### config.mk
export PLATFORM = sky130hd
export DESIGN_NAME = keyboard_event_autorepeat
export DESIGN_NICKNAME = d
export VERILOG_FILES = /design/src/hw/rtl/kea_pkg.sv /design/src/hw/rtl/kea_front.sv /design/src/hw/rtl/kea_queue.sv /design/src/hw/rtl/kea_back.sv /design/src/hw/rtl/keyboard_event_autorepeat.sv
export SDC_FILE = /design/constraint.sdc
export NUM_CORES = 1
export LEC_CHECK = 0
export ABC_AREA = 1
export BUFFER_PORTS_ARGS = -buffer_cell sky130_fd_sc_hd__clkbuf_2
export CAP_MARGIN = 20
export CORE_ASPECT_RATIO = 1.1
export CORE_UTILIZATION = 50
export DETAILED_ROUTE_END_ITERATION = 16
export PLACE_DENSITY = 0.76
export SLEW_MARGIN = 20
export SYNTH_ARGS = -nofsm -noshare
export SYNTH_HDL_FRONTEND = slang
export SYNTH_SLANG_ARGS = --single-unit
### constraint.sdc
create_clock -name clk -period 7.1 [get_ports clk]
set_input_delay 0.355 -clock clk [delete_from_list [all_inputs] [get_ports clk]]
set_output_delay 0.355 -clock clk [all_outputs]
set_load 0.03 [all_outputs]
### src/hw/rtl/kea_pkg.sv
// Shared types, register indexes and constants of the keyboard autorepeat block.
package kea_pkg;

  // Widths of the configuration port's index and data.
  localparam int CFG_INDEX_W = 3;
  localparam int CFG_DATA_W  = 16;

  // Configuration register indexes.
  localparam logic [CFG_INDEX_W-1:0] REG_RAW_CODES       = 3'd0;
  localparam logic [CFG_INDEX_W-1:0] REG_REPEAT_DELAY    = 3'd1;
  localparam logic [CFG_INDEX_W-1:0] REG_REPEAT_INTERVAL = 3'd2;
  localparam logic [CFG_INDEX_W-1:0] REG_EMULATE_BUTTONS = 3'd3;
  localparam logic [CFG_INDEX_W-1:0] REG_BUTTON2_KEY     = 3'd4;
  localparam logic [CFG_INDEX_W-1:0] REG_BUTTON3_KEY     = 3'd5;
  localparam logic [CFG_INDEX_W-1:0] REG_MOUSE_ATTACHED  = 3'd6;

  // Input operation codes.
  localparam logic OP_PACKET = 1'b0;
  localparam logic OP_TICK   = 1'b1;

  // Result kinds.
  localparam logic KIND_KEY   = 1'b0;
  localparam logic KIND_MOUSE = 1'b1;

  // Only packets of this length, with register bits of zero, cause results.
  localparam logic [3:0] PKT_LEN = 4'd5;

  // Most results per input item, and the widths that follow from it.
  localparam int MAX_RESULTS = 4;
  localparam int RES_IDX_W   = $clog2(MAX_RESULTS);
  localparam int RES_CNT_W   = $clog2(MAX_RESULTS + 1);

  // Default number of result bundles held between front and back.
  localparam int QUEUE_DEPTH_DEFAULT = 2;

  typedef struct packed {
    logic       operation;
    logic [3:0] packet_length;
    logic [1:0] register_bits;
    logic [7:0] first_key_byte;
    logic [7:0] second_key_byte;
  } in_item_t;

  typedef struct packed {
    logic       event_kind;
    logic [6:0] key_code;
    logic       key_pressed;
    logic       button2_released;
    logic       button3_released;
    logic       led_sync;
    logic       last_result;
  } out_item_t;

  // All results caused by one input item, oldest in entry 0.
  typedef struct packed {
    logic [RES_CNT_W-1:0]             count;
    out_item_t [MAX_RESULTS-1:0]      res;
  } bundle_t;

  // Handshake between the bundle queue and the result side.
  typedef struct packed {
    logic valid;
    logic pop;
  } head_ctl_t;

endpackage

### src/hw/rtl/kea_front.sv
// Front part: configuration registers, repeat and button state, key translation.
module kea_front (
  input  logic                            clk,
  input  logic                            rst,
  input  logic                            cfg_write,
  input  logic [kea_pkg::CFG_INDEX_W-1:0] cfg_index,
  input  logic [kea_pkg::CFG_DATA_W-1:0]  cfg_data,
  input  logic                            accept,
  input  kea_pkg::in_item_t               in_item,
  output logic                            bundle_push,
  output kea_pkg::bundle_t                bundle
);

  localparam logic [6:0] KEY_RSHIFT   = 7'h7b;
  localparam logic [6:0] KEY_LSHIFT   = 7'h38;
  localparam logic [6:0] KEY_ROPTION  = 7'h7c;
  localparam logic [6:0] KEY_LOPTION  = 7'h3a;
  localparam logic [6:0] KEY_RCONTROL = 7'h7d;
  localparam logic [6:0] KEY_LCONTROL = 7'h36;
  localparam logic [6:0] KEY_A        = 7'h5a;
  localparam logic [6:0] KEY_CAPS     = 7'h39;
  localparam logic [6:0] KEY_NUMLOCK  = 7'h47;
  localparam logic [6:0] KEY_NOREP_LO = 7'h35;
  localparam logic [6:0] KEY_NOREP_HI = 7'h3a;
  localparam logic [6:0] KEY_NOREP_X  = 7'h6b;
  localparam logic [7:0] BYTE_ABSENT  = 8'hff;
  localparam logic [7:0] BYTE_IDLE    = 8'h7f;

  typedef struct packed {
    logic        raw_codes;
    logic [15:0] repeat_delay;
    logic [15:0] repeat_interval;
    logic        emulate_buttons;
    logic [6:0]  button2_key;
    logic [6:0]  button3_key;
    logic        mouse_attached;
  } cfg_t;

  typedef struct packed {
    logic        repeat_armed;
    logic [15:0] repeat_countdown;
    logic [6:0]  repeat_key;
    logic        button2_up;
    logic        button3_up;
  } rep_state_t;

  // Outcome of one key byte: new state and up to two results.
  typedef struct packed {
    rep_state_t                 st;
    logic [1:0]                 n;
    kea_pkg::out_item_t [1:0]   res;
  } key_res_t;

  cfg_t       cfg;
  rep_state_t st;
  rep_state_t st_next;
  rep_state_t tick_st;
  key_res_t   ka;
  key_res_t   kb;
  key_res_t   kt;
  logic       second_present;
  logic       packet_ok;

  function automatic logic no_repeat(logic [6:0] code);
    return (code >= KEY_NOREP_LO && code <= KEY_NOREP_HI) || code == KEY_NUMLOCK ||
           code == KEY_NOREP_X;
  endfunction

  function automatic kea_pkg::out_item_t key_item(logic [6:0] code, logic pressed, logic led);
    kea_pkg::out_item_t r;
    r = '0;
    r.event_kind  = kea_pkg::KIND_KEY;
    r.key_code    = code;
    r.key_pressed = pressed;
    r.led_sync    = led;
    return r;
  endfunction

  function automatic kea_pkg::out_item_t mouse_item(logic b2, logic b3);
    kea_pkg::out_item_t r;
    r = '0;
    r.event_kind       = kea_pkg::KIND_MOUSE;
    r.button2_released = b2;
    r.button3_released = b3;
    return r;
  endfunction

  // Handling of one key byte; rep marks a reissue by the repeat timer.
  function automatic key_res_t key_step(cfg_t c, rep_state_t s, logic [7:0] kbyte, logic rep);
    key_res_t   r;
    logic       up;
    logic [6:0] code;
    logic       led;
    logic       is_btn;
    r      = '0;
    r.st   = s;
    up     = kbyte[7];
    code   = kbyte[6:0];
    led    = 1'b0;
    is_btn = c.emulate_buttons && c.mouse_attached &&
             (code == c.button2_key || code == c.button3_key);
    if (!rep) begin
      r.st.repeat_armed = 1'b0;
    end
    if (is_btn) begin
      // Button keys report only a change of button state; button 2 wins a tie.
      if (code == c.button2_key) begin
        if (s.button2_up != up) begin
          r.st.button2_up = up;
          r.n             = 2'd1;
          r.res[0]        = mouse_item(up, s.button3_up);
        end
      end else if (s.button3_up != up) begin
        r.st.button3_up = up;
        r.n             = 2'd1;
        r.res[0]        = mouse_item(s.button2_up, up);
      end
    end else begin
      // Right-hand modifiers fold onto the left ones.
      case (code)
        KEY_RSHIFT:   code = KEY_LSHIFT;
        KEY_ROPTION:  code = KEY_LOPTION;
        KEY_RCONTROL: code = KEY_LCONTROL;
        default: begin
          if (code == 7'd0 && !c.raw_codes) begin
            code = KEY_A;
          end
        end
      endcase
      if (!c.raw_codes) begin
        if (!up && !no_repeat(code)) begin
          r.st.repeat_armed     = 1'b1;
          r.st.repeat_key       = code;
          r.st.repeat_countdown = rep ? c.repeat_interval : c.repeat_delay;
        end
        // Caps lock is sent as a press and then a release.
        if (code == KEY_CAPS) begin
          led      = 1'b1;
          r.res[0] = key_item(code, 1'b1, 1'b1);
          r.n      = 2'd1;
          up       = 1'b1;
        end else if (code == KEY_NUMLOCK) begin
          led = 1'b1;
        end
      end
      r.res[r.n[0]] = key_item(code, !up, led);
      r.n           = r.n + 2'd1;
    end
    return r;
  endfunction

  // Configuration writes.
  always_ff @(posedge clk) begin
    if (rst) begin
      cfg.raw_codes       <= 1'b0;
      cfg.repeat_delay    <= 16'd50;
      cfg.repeat_interval <= 16'd6;
      cfg.emulate_buttons <= 1'b1;
      cfg.button2_key     <= 7'd124;
      cfg.button3_key     <= 7'd125;
      cfg.mouse_attached  <= 1'b0;
    end else if (cfg_write) begin
      unique case (cfg_index)
        kea_pkg::REG_RAW_CODES:       cfg.raw_codes       <= cfg_data[0];
        kea_pkg::REG_REPEAT_DELAY:    cfg.repeat_delay    <= cfg_data[15:0];
        kea_pkg::REG_REPEAT_INTERVAL: cfg.repeat_interval <= cfg_data[15:0];
        kea_pkg::REG_EMULATE_BUTTONS: cfg.emulate_buttons <= cfg_data[0];
        kea_pkg::REG_BUTTON2_KEY:     cfg.button2_key     <= cfg_data[6:0];
        kea_pkg::REG_BUTTON3_KEY:     cfg.button3_key     <= cfg_data[6:0];
        kea_pkg::REG_MOUSE_ATTACHED:  cfg.mouse_attached  <= cfg_data[0];
        default: ;
      endcase
    end
  end

  // The three possible key paths are worked out side by side.
  always_comb begin
    tick_st              = st;
    tick_st.repeat_armed = 1'b0;
    ka = key_step(cfg, st, in_item.first_key_byte, 1'b0);
    kb = key_step(cfg, ka.st, in_item.second_key_byte, 1'b0);
    kt = key_step(cfg, tick_st, {1'b0, st.repeat_key}, 1'b1);
    second_present = !(in_item.second_key_byte == BYTE_ABSENT ||
                       (in_item.second_key_byte == BYTE_IDLE &&
                        in_item.first_key_byte == BYTE_IDLE));
    packet_ok = in_item.packet_length == kea_pkg::PKT_LEN && in_item.register_bits == 2'd0;
  end

  // Selection of the new state and of the result bundle.
  always_comb begin
    st_next = st;
    bundle  = '0;
    if (in_item.operation == kea_pkg::OP_TICK) begin
      if (st.repeat_armed) begin
        if (st.repeat_countdown > 16'd1) begin
          st_next.repeat_countdown = st.repeat_countdown - 16'd1;
        end else begin
          st_next         = kt.st;
          bundle.count    = kea_pkg::RES_CNT_W'(kt.n);
          bundle.res[1:0] = kt.res;
        end
      end
    end else if (packet_ok) begin
      if (second_present) begin
        st_next      = kb.st;
        bundle.count = kea_pkg::RES_CNT_W'(ka.n) + kea_pkg::RES_CNT_W'(kb.n);
        case (ka.n)
          2'd0: bundle.res[1:0] = kb.res;
          2'd1: begin
            bundle.res[0]   = ka.res[0];
            bundle.res[2:1] = kb.res;
          end
          default: begin
            bundle.res[1:0] = ka.res;
            bundle.res[3:2] = kb.res;
          end
        endcase
      end else begin
        st_next         = ka.st;
        bundle.count    = kea_pkg::RES_CNT_W'(ka.n);
        bundle.res[1:0] = ka.res;
      end
    end
  end

  assign bundle_push = accept && bundle.count != '0;

  // Repeat and button state advances on every accepted item.
  always_ff @(posedge clk) begin
    if (rst) begin
      st.repeat_armed     <= 1'b0;
      st.repeat_countdown <= 16'd0;
      st.repeat_key       <= 7'd0;
      st.button2_up       <= 1'b1;
      st.button3_up       <= 1'b1;
    end else if (accept) begin
      st <= st_next;
    end
  end

endmodule

### src/hw/rtl/kea_queue.sv
// Short queue of result bundles between the front and the result side.
module kea_queue #(
  parameter int DEPTH = kea_pkg::QUEUE_DEPTH_DEFAULT
) (
  input  logic              clk,
  input  logic              rst,
  input  logic              push,
  input  kea_pkg::bundle_t  push_bundle,
  output logic              full,
  input  logic              head_pop,
  output logic              head_valid,
  output kea_pkg::bundle_t  head
);

  localparam int PW = $clog2(DEPTH);
  localparam int CW = $clog2(DEPTH + 1);

  kea_pkg::bundle_t slots [DEPTH];
  logic [PW-1:0]    wr_ptr;
  logic [PW-1:0]    rd_ptr;
  logic [CW-1:0]    count;
  logic             do_pop;

  assign full       = count == CW'(DEPTH);
  assign head_valid = count != '0;
  assign head       = slots[rd_ptr];
  assign do_pop     = head_pop && head_valid;

  // Bundle storage; written only on a push.
  always_ff @(posedge clk) begin
    if (push) begin
      slots[wr_ptr] <= push_bundle;
    end
  end

  // Pointers and fill count.
  always_ff @(posedge clk) begin
    if (rst) begin
      wr_ptr <= '0;
      rd_ptr <= '0;
      count  <= '0;
    end else begin
      if (push) begin
        wr_ptr <= (wr_ptr == PW'(DEPTH - 1)) ? '0 : wr_ptr + 1'b1;
      end
      if (do_pop) begin
        rd_ptr <= (rd_ptr == PW'(DEPTH - 1)) ? '0 : rd_ptr + 1'b1;
      end
      if (push && !do_pop) begin
        count <= count + 1'b1;
      end else if (do_pop && !push) begin
        count <= count - 1'b1;
      end
    end
  end

endmodule

### src/hw/rtl/kea_back.sv
// Back part: hands out the results of the oldest bundle one item at a time.
module kea_back (
  input  logic                clk,
  input  logic                rst,
  input  kea_pkg::bundle_t    head,
  input  logic                head_valid,
  output logic                head_pop,
  output logic                empty,
  input  logic                pop,
  output kea_pkg::out_item_t  out_item
);

  logic [kea_pkg::RES_IDX_W-1:0] idx;
  logic                          is_last;
  logic                          take;
  kea_pkg::head_ctl_t            ctl;

  assign ctl.valid = head_valid;
  assign ctl.pop   = take && is_last;
  assign head_pop  = ctl.pop;

  assign empty   = !ctl.valid;
  assign take    = pop && ctl.valid;
  assign is_last = (kea_pkg::RES_CNT_W'(idx) + kea_pkg::RES_CNT_W'(1)) == head.count;

  // Current result of the head bundle, marked when it is the last one.
  always_comb begin
    out_item             = head.res[idx];
    out_item.last_result = is_last;
  end

  // Position within the head bundle.
  always_ff @(posedge clk) begin
    if (rst) begin
      idx <= '0;
    end else if (take) begin
      idx <= is_last ? '0 : idx + 1'b1;
    end
  end

endmodule

### src/hw/rtl/keyboard_event_autorepeat.sv
// Top level of the keyboard autorepeat and mouse-button emulation block.
// One input item (a keyboard packet or a timer tick) is taken in every clock cycle while
// full is low; its translation, state update and classification take that same cycle, and
// its results (up to four) go as one bundle into a queue of QUEUE_DEPTH bundles. Results
// leave at one per cycle while pop is high, from the head of that queue; an item holds the
// result side until its last result is taken. The input side stalls only when the queue is
// full; items that cause no result take no queue space. There is no clearing pass after reset;
// configuration is written through a plain write port and takes effect on the next item.
module keyboard_event_autorepeat #(
  parameter int QUEUE_DEPTH = kea_pkg::QUEUE_DEPTH_DEFAULT
) (
  input  logic                            clk,
  input  logic                            rst,
  input  logic                            cfg_write,
  input  logic [kea_pkg::CFG_INDEX_W-1:0] cfg_index,
  input  logic [kea_pkg::CFG_DATA_W-1:0]  cfg_data,
  input  logic                            push,
  output logic                            full,
  input  kea_pkg::in_item_t               in_item,
  output logic                            empty,
  input  logic                            pop,
  output kea_pkg::out_item_t              out_item
);

  logic             accept;
  logic             bundle_push;
  kea_pkg::bundle_t bundle;
  kea_pkg::bundle_t head;
  logic             head_valid;
  logic             head_pop;

  assign accept = push && !full;

  // Translation and state.
  kea_front u_front (
    .clk         (clk),
    .rst         (rst),
    .cfg_write   (cfg_write),
    .cfg_index   (cfg_index),
    .cfg_data    (cfg_data),
    .accept      (accept),
    .in_item     (in_item),
    .bundle_push (bundle_push),
    .bundle      (bundle)
  );

  // Bundles waiting for the result side.
  kea_queue #(
    .DEPTH (QUEUE_DEPTH)
  ) u_queue (
    .clk         (clk),
    .rst         (rst),
    .push        (bundle_push),
    .push_bundle (bundle),
    .full        (full),
    .head_pop    (head_pop),
    .head_valid  (head_valid),
    .head        (head)
  );

  // Result serialiser.
  kea_back u_back (
    .clk        (clk),
    .rst        (rst),
    .head       (head),
    .head_valid (head_valid),
    .head_pop   (head_pop),
    .empty      (empty),
    .pop        (pop),
    .out_item   (out_item)
  );

endmodule

Word level (Yosys, flattened, before mapping)
Memory sizes are Yosys's and may differ from the RTL's. A register that Yosys moved wholly into a read port is not among the register bits.
Index checks and enable logic that the tools add are counted.
- multiplexer cells: 136
- equality and inequality tests: 52
- add/subtract/negate cells: 11
- reduce and logical (&&, ||, !) cells: 69
- order comparisons: 14
- operator list (kind ; number):
    13-bit 2-to-1 mux ; 26
    26-bit 2-to-1 mux ; 10
    24-bit 2-to-1 mux ; 9
    7-bit == test (second input constant) ; 15
    26-bit bitwise mux ; 3
    7-bit case mux with 3 select lines ; 3
    55-bit 2-to-1 mux ; 1
    26-bit case mux with 2 select lines ; 1
    1-bit 2-to-1 mux ; 44
    7-bit == test ; 6
    7-bit 2-to-1 mux ; 6
    13-bit demux with 1-bit select ; 3
    12-bit 2-to-1 mux ; 3
    2-bit 2-to-1 mux ; 18
    13-bit binary-select mux with 2-bit select ; 1
    13-bit case mux with 2 select lines ; 1
    1-bit logical AND ; 24
    7-bit by 6-bit == test with 1-bit output (second input constant) ; 3
    7-bit by 6-bit greater-or-equal comparator with 1-bit output (second input constant) ; 3
    7-bit by 6-bit less-or-equal comparator with 1-bit output (second input constant) ; 3
    7-bit zero test ; 3
    6-bit AND reduction ; 3
    8-bit by 7-bit == test with 1-bit output (second input constant) ; 2
    16-bit by 1-bit > comparator with 1-bit output (second input constant) ; 1
    other kinds (33) ; 90
- bits of input ports: 47
- memory bits (writable): 110
- memories: 1
- logic and storage cells: 299
- register bits after elaboration: 81
- memory list (memory ; words ; bits a word ; rd ports ; clocked after memory_dff ; wr ports ; line ; source):
    u_queue.slots ; 2 ; 55 ; 1 ; 1 ; 1 ; kea_queue.sv:18 ; kea_pkg::bundle_t slots [DEPTH];

Longest topological paths before layout
Gate-level depths: netlist of run 1.
- depth after elaboration: 25
- depth in mapped cells: 30
- depth with buffers taken out: 29

By module
From an unflattened synthesis of run 1, not the netlist that was laid out.
- cells, all modules: 1478
- area total of the unflattened synthesis: 11828.8 µm²
- by module, submodules not included (module ; cells an instance ; times used ; area each (µm²) ; sequential area each (µm²)):
    kea_front ; 1169 ; 1 ; 6751.5 ; 1501.4
    kea_queue ; 206 ; 1 ; 4453.0 ; 3403.3
    kea_back ; 101 ; 1 ; 614.3 ; 40.0
    keyboard_event_autorepeat ; 2 ; 1 ; 10.0 ; 0.0

Worst setup path after synthesis of run 1
No wires, ideal clock.
- kind: input to register
- start: in in_item[8] (netlist name)
- end: mem u_queue.slots[0][10] (netlist name) (enable)
- arrival time: 4.773 ns
- stages: 23
- setup slack: 1.874 ns
- path through: buf_6 inv_2 nand2_1 nand2_1 nand2_1 nor2_1 nand2_1 nand3_1 nand2_1 nand2_1 inv_1 ha_1 nand2_1 nand3_1 nand2_1 ha_1 fa_1 nand2_1 nand3_1 nor2_1 nand2_1 nand2_1 nor2_1
- RTL lines (element ; line ; source):
    from (decl) ; keyboard_event_autorepeat.sv:19 ; input kea_pkg::in_item_t in_item,
    to (decl) ; kea_queue.sv:18 ;

==> out/metrics.cfg, run 1 <==
[status]
status=finished clean

[cts]
cts_resized=0
cts-hold-fix-buffers=0
cts_made_buffers=17
cts_tree=done
post-cts-setup-buffer-count=0
h-tree-depth=4
clk_pin_slew_worst_paths_ns=0.08
cts_buffer_depth=2
clock-sinks=178
cts-root-buf=clkbuf_16
insertion_delay_ns=0.44

[worst_setup_path]
worst_ep_arrival_time_ns=4.43
crit_buf_inv=4
worstPathRequired_ns=7.15
critPathKind=reg2reg
cp-end-kind=flop
critPathMaxStageDelay_ns=0.76
cp_cell_sequence=inv_1 -> nand2_1 -> nand3_1 -> nor3_2 -> nand3_1 -> inv_1 -> nand2_1 -> nand2_1 -> inv_1 -> ha_1 -> nand2_1 -> nand3_1 -> nand2_1 -> ha_1 -> fa_1 -> nand2_1 -> nand3_1 -> nor2_1 -> nand2_1 -> nand3_1 -> inv_2
worst_setup_path_start_kind=flop
cp_max_fo=48
crit_path_frequent_cell=nand2_1
cp_top_family=simple AND/OR/NAND/NOR gates
worst_path_max_delay_cell=inv_2

[floorplanning]
fp.dieW_um=143
dieArea_mm2=0.0224
die_y_um=157
core-area_mm2=0.0214
io_pins=62
initial_core_util=0.511
num_rows=56

[flow_run]
cap_violations=0

[timing]
period_share=0.616
rsz0062_at_grt=false
slew_headroom=0.314
fmax_mhz=229
slew_viol_final=0
finalSetupViolCount=0
final-hold-violation-count=0
holdWs_ns=0.155
tightestPinTransition_ns=1.03
tns_ns=0
period_minus_slack_ns=4.38
fin_skew_ns=0.0128

[logic_synthesis]
synthSimpleGateAreaFrac=0.298
netlist_area_mm2=0.0109
ys_warn_count=0
synth-compound-area-share=0.152
synth_cells=1468
synth_top_family_by_area=simple AND/OR/NAND/NOR gates
synth-adder-area-share=0.0122
synth_cell_types=53
synthXorXnorAreaFrac=0.0361
synth_seq_cells=178
muxShareOfSynthArea=0
ys_seq_area_frac=0.415
syn_avg_cell_area_um2=7.43

[final_layout]
area_delta_synth_final_pct=9.17
drive_gt1_frac=0.129
nets=1555
mostFrequentLayoutCell=nand2_1
diodes=0
fin_cells=1801
utilization=0.557
final_cell_mix=nand2_1 (281), nor2_1 (230), inv_1 (137)

[placement]
gp_congestion=0.964
io_buffer_count=61
place_hpwl_um=21300
dp_cells=1769

[route]
wire_per_inst_um=16.6
drt_wl_total_um=30000
drt_pass1_iterations=7
ant_nets=0
drc=0
drtIter0Drc=709
vias=10005
via_per_inst=5.56

[power_and_ir_drop]
ir_drop_v=0.000170
p_per_area_mw_per_mm2=218
leakagePower_uw=0.00526

[global_routing]
grt_pass1_wl_um=47900
grt_max_degree=74
grt_pass1_vias=9418
globalRouteOverflowTotal=0
antenna_found_initial=0
grtUsageTotal=0.275

[worst_hold_path]
hp-class=in2reg

## path summary, 6_finish.rpt
| check | slack (ns) | to | from | cells past startpoint |
|---|---|---|---|---|
| setup / recovery | 2.72 | u_queue.slots[1][29]$_DFFE_PP_ | u_front.cfg[4]$_SDFFE_PP1P_ | 21 |
| hold / removal | 0.15 | u_front.cfg[27]$_SDFFE_PP0P_ | cfg_data[11] | 3 |
| hold reg to reg | 0.45 | u_front.cfg[45]$_SDFFE_PP0P_ | u_front.cfg[45]$_SDFFE_PP0P_ | 2 |
| setup reg to reg | 2.72 | u_queue.slots[1][29]$_DFFE_PP_ | u_front.cfg[4]$_SDFFE_PP1P_ | 21 |
## logic make-up after synthesis
family | Yosys count
flip-flops | 178
buffers and inverters | 218
adder cells (fa/ha/maj) | 10
AO/OA/AOI/OAI | 291
other | 1
XOR/XNOR | 45
AND/OR/NAND/NOR | 725
## worst register-to-register path: stages (launching register included)
cell	delay, ns
dfxtp_1	0.48
inv_1	0.15
nand2_1	0.12
nand3_1	0.10
nor3_2	0.19
nand3_1	0.15
inv_1	0.09
nand2_1	0.05
nand2_1	0.07
inv_1	0.05
ha_1	0.27
nand2_1	0.07
nand3_1	0.16
nand2_1	0.10
ha_1	0.22
fa_1	0.50
nand2_1	0.05
nand3_1	0.11
nor2_1	0.05
nand2_1	0.10
nand3_1	0.11
inv_2	0.76
## state kept, by name (all words and copies together), names as in the netlist, named ones only
| signal | count |
|---|---|
| u_queue.slots | 96 |
| u_queue.rd_ptr | 1 |
| u_back.idx | 2 |
| u_front.st | 26 |
| u_queue.wr_ptr | 1 |
| u_queue.count | 2 |
| u_front.cfg | 49 |
## synth_stat cells (all sizes together)
cell type  number  area share
nand4          13      0.0075
clkinv          2     0.00069
a31oi           8      0.0046
a21oi          86       0.044
and2            1     0.00057
o2111ai         2      0.0016
clkbuf         33       0.011
o211ai         18       0.012
inv           150       0.052
a211oi         10      0.0069
o211a           1     0.00092
nand2         307        0.12
a2111oi         1     0.00080
nor4            1     0.00057
ha              9       0.010
o22ai          18       0.010
xor2           20       0.016
conb            1     0.00034
a31o            1     0.00080
nand3b          8      0.0055
nand3         111       0.057
edfxtp         96        0.26
nor3           28       0.014
xnor2          25       0.020
nor2          254       0.096
o31ai           2      0.0014
buf            33       0.024
a311oi          1     0.00080
fa              1      0.0018
o41ai           1     0.00080
o311ai          1     0.00080
or2             1     0.00057
dfxtp          82        0.15
o21ai         141       0.066
nor3b           1     0.00069
## report_power, final
group	switching, µW	internal, µW	leakage [µW]
logic	342	141	0.00328
registers	28.8	1100	0.00168
clock network	447	538	0.000305
## routing by layer
layer,routed length (µm),vias up,GRT usage
met1,13000,4594,0.346
met3,1810,76,0.0520
met5,0,-,0
met4,973,0,0.102
met2,14200,392,0.469
li1,-,4943,-
## through the flow
stage / worst slack, ns / total power (µW) / cell area [µm²]
3_3_place_gp: 2.72 / 1620 / 11300
5_1_grt: 2.39 / 2700 / 11900
2_1_floorplan: 1.87 / 1520 / 10900
3_5_place_dp: 2.67 / 1630 / 11300
4_1_cts: 2.73 / 2590 / 11900
6_report: 2.72 / 2600 / 11900
## cell type report
cell class,instances,area (µm²)
fillers,2003,9460
multi-input cells,1079,5470
repair buffers,70,373
flip-flops and latches,178,4520
clock inverters,15,190
clock buffers,17,425
inverters,152,571
well taps,290,363
Power figures use the tool's default switching activity.
==> run 2, diff against run 1 <==
==> constraint.sdc (replaced) <==
create_clock -name clk -period 4.2 [get_ports clk]
set_input_delay 0.21 -clock clk [delete_from_list [all_inputs] [get_ports clk]]
set_output_delay 0.21 -clock clk [all_outputs]
set_load 0.03 [all_outputs]
==> out/metrics.cfg, run 2 (synthesized netlist as in run 1, its figures left out) <==
[status]
status=finished clean

[timing]
period_share=0.921  ; +0.304
tns_ns=0  ; unchanged
fin_skew_ns=0.0145  ; +0.00163 ns
holdWs_ns=0.0111  ; -0.144 ns
fmax_mhz=259  ; +13%
slew_headroom=0.377  ; +0.0622
finalSetupViolCount=0  ; unchanged
fin_ws_ns=0.332  ; -2.39 ns
slew_viol_final=0  ; unchanged
period_minus_slack_ns=3.87  ; -0.509 ns
final-hold-violation-count=0  ; unchanged
rsz0062_at_grt=false
tightestPinTransition_ns=0.932  ; -0.0952 ns

[final_layout]
utilization=0.567  ; +0.00989
final_cell_mix=nand2_1 (278), nor2_1 (228), inv_1 (137)
area_delta_synth_final_pct=11.1
largest_reg_flops=96  ; unchanged
nets=1569  ; +0.90%
mostFrequentLayoutCell=nand2_1
top_register=u_queue.slots
diodes=0  ; unchanged
top_regs=u_queue.slots: 96 flops, u_front.cfg: 49 flops, u_front.st: 26 flops
drive_gt1_frac=0.146  ; +0.0165

[global_routing]
grt_pass1_wl_um=48800  ; +1.9%
antenna_found_initial=0  ; unchanged
globalRouteOverflowTotal=0  ; unchanged
grt_pass1_vias=9323  ; -1.0%
grt_max_degree=59  ; -20%
grtUsageTotal=0.282  ; +0.00658

[worst_setup_path]
critPathMaxStageDelay_ns=0.45  ; -0.31 ns
critPathKind=reg2reg
worst_ep_arrival_time_ns=4.20  ; -0.23 ns
worst_setup_path_start_kind=flop
crit_path_frequent_cell=nand2_1
worstPathRequired_ns=4.53  ; -2.62 ns
worst_path_max_delay_cell=fa_1
cp-end-kind=flop
cp_top_family=simple AND/OR/NAND/NOR gates
cp_max_fo=4  ; -92%
crit_buf_inv=4  ; unchanged

[route]
drt_wl_total_um=30900  ; +3.0%
drc=0  ; unchanged
drt_pass1_iterations=6  ; -1
vias=10119  ; +1.1%
ant_nets=0  ; unchanged
wire_per_inst_um=17.0  ; +2.2%
drtIter0Drc=860  ; +21%
via_per_inst=5.58  ; +0.36%

[floorplanning]
initial_core_util=0.511  ; unchanged
num_rows=56  ; unchanged
die_y_um=157  ; unchanged
dieArea_mm2=0.0224  ; unchanged
fp.dieW_um=143  ; unchanged
core-area_mm2=0.0214  ; unchanged
io_pins=62  ; unchanged

[power_and_ir_drop]
leakagePower_uw=0.00534  ; +1.5%
ir_drop_v=0.000289  ; +69%
p_per_area_mw_per_mm2=364  ; +67%

[placement]
gp_congestion=0.979  ; +1.5%
dpl_worst_slack_ns=0.112  ; -2.56 ns
place_hpwl_um=21900  ; +2.6%
io_buffer_count=61  ; unchanged

[cts]
h-tree-depth=4  ; unchanged
clock-sinks=178  ; unchanged
post-cts-setup-buffer-count=0  ; unchanged
clk_pin_slew_worst_paths_ns=0.08  ; about the same
cts_made_buffers=17  ; unchanged
cts_tree=done
cts-root-buf=clkbuf_16
insertion_delay_ns=0.45  ; about the same
cts_buffer_depth=2  ; unchanged

[flow_run]
cap_violations=0  ; unchanged

[worst_hold_path]
hp-class=in2reg

-- run 2: changes by cell type in the layout (fill, tap and decap cells not counted), sizes merged --
cell	previous run	this run
buf	9	19
inv	158	159
clkbuf	78	80
dlygate4sd3	0	4
bufinv	2	0
clkinv	7	6
-- run 2: final timing paths --
path	from	to	slack, ns	cells past startpoint
max	u_front.cfg[7]$_SDFFE_PP1P_	u_queue.count[1]$_SDFFE_PP0P_	0.33	26
max reg2reg	u_front.cfg[7]$_SDFFE_PP1P_	u_queue.count[1]$_SDFFE_PP0P_	0.33	26
min	cfg_data[13]	u_front.cfg[29]$_SDFFE_PP0P_	0.01	3
min reg2reg	u_front.cfg[20]$_SDFFE_PP0P_	u_front.cfg[20]$_SDFFE_PP0P_	0.45	2
-- run 2: area by class of cell --
class / instances / area, µm²
clock buffers: 19 / 475
clock inverters: 13 / 151
fillers: 2009 / 9250
inverters: 152 / 571
multi-input cells: 1079 / 5510
flip-flops and latches: 178 / 4540
well taps: 290 / 363
repair buffers: 84 / 513
-- run 2: timing repair --
item                                    in CTS  in global routing
hold buffers                                 4                  0
hold endpoints to repair                     4                  0
endpoints found under the setup margin       0                 98
resized for setup                            0                 25
-- run 2: routing by layer --
layer  GRT usage  wire [µm]  vias up
li1            -          -     4966
met1       0.360      13100     4706
met2       0.482      14900      368
met3      0.0362       1870       79
met4       0.116        992        0
met5           0          0        -
-- run 2: worst reg2reg max path: stages, from the launching register on --
cell     delay [ns]
dfxtp_4        0.37
inv_1          0.10
nand2_2        0.10
nand3_2        0.10
nor3_4         0.23
nand3_2        0.12
inv_1          0.09
nand2_1        0.05
nand2_1        0.07
inv_1          0.06
ha_1           0.27
nand2_1        0.08
nand3_2        0.12
nand2_1        0.10
ha_1           0.23
fa_1           0.45
nand2_1        0.08
nand3_1        0.10
nor2_1         0.11
nand2_1        0.11
nand2_2        0.10
inv_1          0.05
ha_1           0.33
a21oi_2        0.11
o21ai_1        0.08
o21ai_1        0.12
a21oi_1        0.05
-- run 2: stage by stage --
stage	instance area [µm²]	total power [µW]	instances
6_report	12100	4420	1815
5_1_grt	12100	4580	1815
4_1_cts	12100	4410	1815
3_5_place_dp	11400	2760	1779
3_3_place_gp	11400	2750	1779
2_1_floorplan	10900	2570	1475
-- run 2: report_power, final --
part	total [µW]	internal, µW	switching, µW
Clock	1680	875	801
Sequential	1900	1860	46.3
Combinational	839	247	592
Total	4420	2980	1440
